--- config.mk ---
export PLATFORM = sky130hd
export DESIGN_NAME = ascc_evq
export DESIGN_NICKNAME = d
export VERILOG_FILES = /design/src/hdl/ascc_pkg.sv /design/src/hdl/ascc_evq.sv
export SDC_FILE = /design/constraint.sdc
export NUM_CORES = 1
export LEC_CHECK = 0
export BUFFER_PORTS_ARGS = -buffer_cell sky130_fd_sc_hd__buf_4
export CAP_MARGIN = 0
export CORE_UTILIZATION = 55
export CTS_CLUSTER_DIAMETER = 150
export DETAILED_ROUTE_END_ITERATION = 12
export PLACE_DENSITY_LB_ADDON = 0.15
export SETUP_SLACK_MARGIN = 0.5
export SYNTH_ARGS = -nofsm -noshare
export SYNTH_HDL_FRONTEND = slang
export SYNTH_SLANG_ARGS = --single-unit
--- constraint.sdc ---
create_clock -name clk -period 9.42 [get_ports clk]
set_clock_uncertainty 0.1 [all_clocks]
set_input_delay 1.413 -clock clk [delete_from_list [all_inputs] [get_ports clk]]
set_output_delay 1.413 -clock clk [all_outputs]
set_load 0.05 [all_outputs]
--- src/hdl/ascc_pkg.sv ---
// ----------------------------------------------------------------------------
// ascc_pkg
// Shared types and codes of the armed sample capture controller.
// ----------------------------------------------------------------------------
package ascc_pkg;

	localparam int IN_DATA_W  = 112;
	localparam int IN_USER_W  = 4;
	localparam int OUT_DATA_W = 104;
	localparam int OUT_USER_W = 3;
	localparam int CFG_IDX_W  = 1;
	localparam int CFG_DATA_W = 13;

	localparam int EVQ_DEPTH = 4;
	localparam int EVQ_CW    = $clog2(EVQ_DEPTH + 1);

	localparam logic [CFG_IDX_W-1:0] REG_FRAME_CAPACITY = 1'b0;
	localparam logic [CFG_IDX_W-1:0] REG_CHANNEL_COUNT  = 1'b1;

	typedef enum logic [3:0] {
		OP_FRAME   = 4'd0,
		OP_ARM     = 4'd1,
		OP_START   = 4'd2,
		OP_STOP    = 4'd3,
		OP_CANCEL  = 4'd4,
		OP_RESET   = 4'd5,
		OP_JUMP    = 4'd6,
		OP_READ    = 4'd7,
		OP_CONSUME = 4'd8
	} op_t;

	typedef enum logic [2:0] {
		MODE_IDLE      = 3'd0,
		MODE_ARMED     = 3'd1,
		MODE_RECORDING = 3'd2,
		MODE_COMPLETED = 3'd3,
		MODE_CANCELLED = 3'd4
	} mode_t;

	typedef enum logic [2:0] {
		EV_ACCEPTED  = 3'd0,
		EV_REJECTED  = 3'd1,
		EV_STARTED   = 3'd2,
		EV_COMPLETED = 3'd3,
		EV_CANCELLED = 3'd4,
		EV_READ      = 3'd5
	} kind_t;

	typedef struct packed {
		kind_t        kind;
		logic [31:0]  tag;
		mode_t        mode;
		logic [12:0]  frames;
		logic [23:0]  value;
		logic [31:0]  total;
	} event_t;

endpackage

--- src/hdl/ascc_evq.sv ---
// ----------------------------------------------------------------------------
// ascc_evq
// Small event queue between the capture pipeline and the result stream.
// ----------------------------------------------------------------------------
module ascc_evq import ascc_pkg::*; #(
	parameter int DEPTH = 4
) (
	input  logic                         clk,
	input  logic                         arst_n,
	input  logic                         push,
	input  event_t                       push_data,
	output logic                         valid,
	input  logic                         ready,
	output event_t                       data,
	output logic [$clog2(DEPTH+1)-1:0]   count
);

	localparam int PW = $clog2(DEPTH);

	event_t                     mem_q [DEPTH];
	logic [PW-1:0]              wr_ptr_q;
	logic [PW-1:0]              rd_ptr_q;
	logic [$clog2(DEPTH+1)-1:0] cnt_q;
	logic                       pop;

	assign valid = (cnt_q != '0);
	assign data  = mem_q[rd_ptr_q];
	assign count = cnt_q;
	assign pop   = valid && ready;

	always_ff @(posedge clk) begin
		if (push) begin
			mem_q[wr_ptr_q] <= push_data;
		end
	end

	always_ff @(posedge clk or negedge arst_n) begin
		if (!arst_n) begin
			wr_ptr_q <= '0;
			rd_ptr_q <= '0;
			cnt_q    <= '0;
		end else begin
			if (push) begin
				wr_ptr_q <= (wr_ptr_q == PW'(DEPTH - 1)) ? '0 : wr_ptr_q + 1'b1;
			end
			if (pop) begin
				rd_ptr_q <= (rd_ptr_q == PW'(DEPTH - 1)) ? '0 : rd_ptr_q + 1'b1;
			end
			case ({push, pop})
				2'b10:   cnt_q <= cnt_q + 1'b1;
				2'b01:   cnt_q <= cnt_q - 1'b1;
				default: cnt_q <= cnt_q;
			endcase
		end
	end

endmodule

# After elaboration in Yosys (flattened, before gate mapping)
# Memory sizes are Yosys's and may differ from the RTL's.
# Cells that the tools add are included.
# totals
regBits,7
latchBits,0
mem_bits_rw,428
romBits,0
inputBits,111
mem_count,1
# mem_list
name,words,width,rd,rd_clocked_by_memory_dff,wr,line,rtl
mem_q,4,107,1,0,1,ascc_evq.sv:20,event_t mem_q [DEPTH];
# classes
addsub,4
n_mul,0
div_mod_pow,0
n_lt_le_gt_ge,0
eq_ne,4
shifts,0
muxes,5
n_bitwise,0
reduce_logical,3
# op_table
cell,n
$eq A2 B2 Y1 const B,3
$pmux W3 S2,1
$add A2 B1 Y2 const B,2
$mux W2,2
$add A3 B1 Y3 const B,1
$reduce_bool A3 Y1,1
$sub A3 B1 Y3 const B,1
$eq A2 B1 Y1 const B,1
$mux W1,2
$reduce_bool A2 Y1,1
$logic_and A1 B1 Y1,1

# Depth between registers and ports, before layout
# logic_depth
depth_word,4
ltp_mapped,9
mapped_depth_nobuf,9

# Worst setup path before layout
# OpenSTA, ideal clock, no wires.
# synth_timing
path_kind,input to register
from,in push
to,mem mem_q[0][0] (netlist bit) (enable)
setup_time_ns,0.478
t_arrival_ns,3.878
slack_ns,4.964
cell_stages,1
cell_sequence,and2_1
# synth_between
elab_chain_cells,2
# synth_lines
element,line,rtl
"start, declared",ascc_evq.sv:10,"input logic push,"
$mux W1,ascc_evq.sv:32,if (push) begin
$mux W1 (not written as such),ascc_evq.sv:33,mem_q[wr_ptr_q] <= push_data;
"end, declared",ascc_evq.sv:20,
# No other way between the ends.

==> flow_metrics.env <==
export IMPL_ioPinCount=222
export IMPL_synthTopCellsByArea="edfxtp_1, mux4_2, dfrtp_1"
export IMPL_cp_max_fo=59
export IMPL_ir_drop_uv=247
export IMPL_maxCapViolCount=0
export IMPL_grt_max_degree=74
export IMPL_antenna_found_initial=2
export IMPL_clockRootBuffer="clkbuf_16"
export IMPL_p_int_uw=4320
export IMPL_ys_flop_type="edfxtp_1"
export IMPL_rows=61
export IMPL_status="finished, final reports clean"
export IMPL_ys_ff_latch=435
export IMPL_synth_simple_area_share=0.00332
export IMPL_hp_class="reg -> reg"
export IMPL_hold_viol_final=0
export IMPL_syn_inst=598
export IMPL_grt_pass1_wl_um=43600
export IMPL_fin_setup_tns_ns=0
export IMPL_grt_pass1_vias=7738
export IMPL_nFillCells=1782
export IMPL_coreArea_um2=28100
export IMPL_layout_drive_gt1_share=0.457
export IMPL_hold_buffers=0
export IMPL_cp_slowest_cell="dfrtp_4"
export IMPL_die_width_um=172
export IMPL_relSlewSlack=0.268
export IMPL_ant_nets=0
export IMPL_die_area_um2=29500
export IMPL_synth_adder_area_share=0.00600
export IMPL_gr_usage_all_layers=0.201
export IMPL_combPwrFrac=0.383
export IMPL_crit_path_end_kind="output pin"
export IMPL_nets=966
export IMPL_synth_seq_area_share=0.822
export IMPL_max_stage_delay_ns=0.94
export IMPL_p_leak_uw=0.00659
export IMPL_seqPwrFrac=0.385
export IMPL_synth_top_family_by_area="multiplexers"
export IMPL_slew_viol_final=0
export IMPL_vias=7001
export IMPL_synthXorXnorAreaFrac=0.00166
export IMPL_switching_share=0.371
export IMPL_p_clk_frac=0.232
export IMPL_fmax_mhz=222
export IMPL_path_common_cell="buf_4"
export IMPL_yosysTopAreaCell="edfxtp_1"
export IMPL_drt_pass1_iterations=5
export IMPL_p_per_area_nw_per_um2=357
export IMPL_cts_tree="yes"
export IMPL_numClockSinks=435
export IMPL_finalCritPeriodShare=0.477
export IMPL_clk_latency_ns=0.52
export IMPL_grt_setup_unrepaired="no"
export IMPL_synth_warnings=0
export IMPL_synthMuxAreaShare=0.154
export IMPL_final_cells=1260
export IMPL_cts_max_level=2
export IMPL_place_hpwl_um=16700
export IMPL_finalSetupViolCount=0
export IMPL_grt_overflow=0
export IMPL_critPathTopFamily="buffers and inverters"
export IMPL_max_slew_worst_pin_slew_ns=1.10
export IMPL_dp_cells=1180
export IMPL_cts_setup_buffers=0
export IMPL_syn_num_nets=716
export IMPL_path_clk_slew_ns=0.06
export IMPL_routabilityCongestion=0.766
export IMPL_critPathRequiredTime_ns=7.91
export IMPL_synth_cell_type_count=20
export IMPL_period_needed_ns=4.50
export IMPL_timing_hold_ws_ns=0.396
export IMPL_syn2layout_area_growth_pct=21.3
export IMPL_clk_path_buf_depth=3
export IMPL_setup_worst_path_start_class="flip-flop"
export IMPL_power_switching_uw=2540
export IMPL_power_uw=6860
export IMPL_avgSynthCellArea_um2=26.5
export IMPL_synth_edff_count=428
export IMPL_initial_utilization=0.564
export IMPL_die_y_um=172
export IMPL_cts_buffers=44
export IMPL_port_buffers=221
export IMPL_path_class="reg -> out"
export IMPL_cts_resized=0
export IMPL_critPathBufInv=2
export IMPL_synth_compound_gate_area_share=0.000632
export IMPL_synth_top_area_frac=0.811
export IMPL_arrival_ns=2.98
export IMPL_syn_cell_area_um2=15800
export IMPL_first_iter_violations=536
export IMPL_wire_per_inst_um=22.4
export IMPL_vias_per_cell=5.56
export IMPL_path_cells="buf_4 -> mux4_2 -> buf_4"
export IMPL_drc_errors=0
export IMPL_routed_wl_um=28300
export IMPL_synthArstFlopShare=0.0161
state kept, by name, indices dropped and copies added, names as in the netlist:
signal    cells
mem_q       428
count         3
rd_ptr_q      2
wr_ptr_q      2
power by group through the flow:
stage                     registers (uW)  logic [uW]  clock network (uW)
after global placement              2660        2650                   0
after detailed placement            2690        2660                   0
after floorplan                     2620        2010                   0
after global routing                2680        2750                1710
after CTS                           2650        2670                1630
final                               2640        2630                1590
kinds of logic after synthesis:
logic type | Yosys count
adder cells (fa/ha/maj) | 7
flip-flops | 435
multiplexers | 110
AO/OA/AOI/OAI | 2
buffers and inverters | 31
XOR/XNOR | 3
AND/OR/NAND/NOR | 10
final timing paths:
path,start,to,slack (ns),depth (start not counted)
setup / recovery,rd_ptr_q[1],data[88],4.92,3
hold reg to reg,count[2],count[2],0.40,1
min in group asynchronous,arst_n,count[0],0.59,1
setup reg to reg,wr_ptr_q[0],mem_q[2][55],6.73,4
max in group asynchronous,arst_n,rd_ptr_q[0],8.48,1
hold / removal,count[2],count[2],0.40,1
synth_stat cells (all sizes together), types with 4 or more instances:
cell type  number
dfrtp           7
clkbuf          6
and2            4
edfxtp        428
inv             7
buf            18
mux4          107
ha              6
worst reg2reg max path: stages, from the launching register on:
cell and delay [ns]:
dfrtp_1 0.42, inv_1 0.12, ha_1 0.15, and2_4 0.67, buf_4 0.82
final cells by class:
cell class | instances | area (um2) | share of cell area
multi-input cells | 132 | 2640 | 0.137
flip-flops and latches | 435 | 13000 | 0.678
well taps | 378 | 473 | 0.0246
clock inverters | 27 | 178 | 0.00925
repair buffers | 228 | 1710 | 0.0891
clock buffers | 52 | 1150 | 0.0600
inverters | 7 | 26.3 | 0.00137
diodes | 1 | 2.50 | 0.000130
placed cells by master (no fill, tap or decap), types with 4 or more instances in the layout:
master	n
edfxtp_1	428
buf_4	228
mux4_2	107
clkbuf_16	45
clkinv_1	12
clkinv_2	11
inv_1	7
clkbuf_1	7
ha_1	6
dfrtp_1	5
and2_4	4
routing by layer:
| metal | wire length [um] | vias up | share of wire | global-route usage |
|---|---|---|---|---|
| met5 | 9 | - | 0.00032 | 0 |
| met4 | 459 | 2 | 0.016 | 0.0543 |
| met3 | 2360 | 40 | 0.083 | 0.0589 |
| met2 | 14000 | 239 | 0.50 | 0.325 |
| met1 | 11400 | 3643 | 0.40 | 0.270 |
| li1 | - | 3077 | - | - |
per-stage QoR:
| stage | cell area, um2 | util | setup WS, ns |
|---|---|---|---|
| after floorplan | 15800 | - | 4.96 |
| after global placement | 17900 | 0.637 | 5.36 |
| after detailed placement | 17900 | 0.637 | 5.34 |
| after CTS | 19200 | 0.684 | 4.77 |
| after global routing | 19200 | 0.684 | 4.63 |
| final | 19200 | 0.684 | 4.92 |
(Power assumes the default switching activity.)
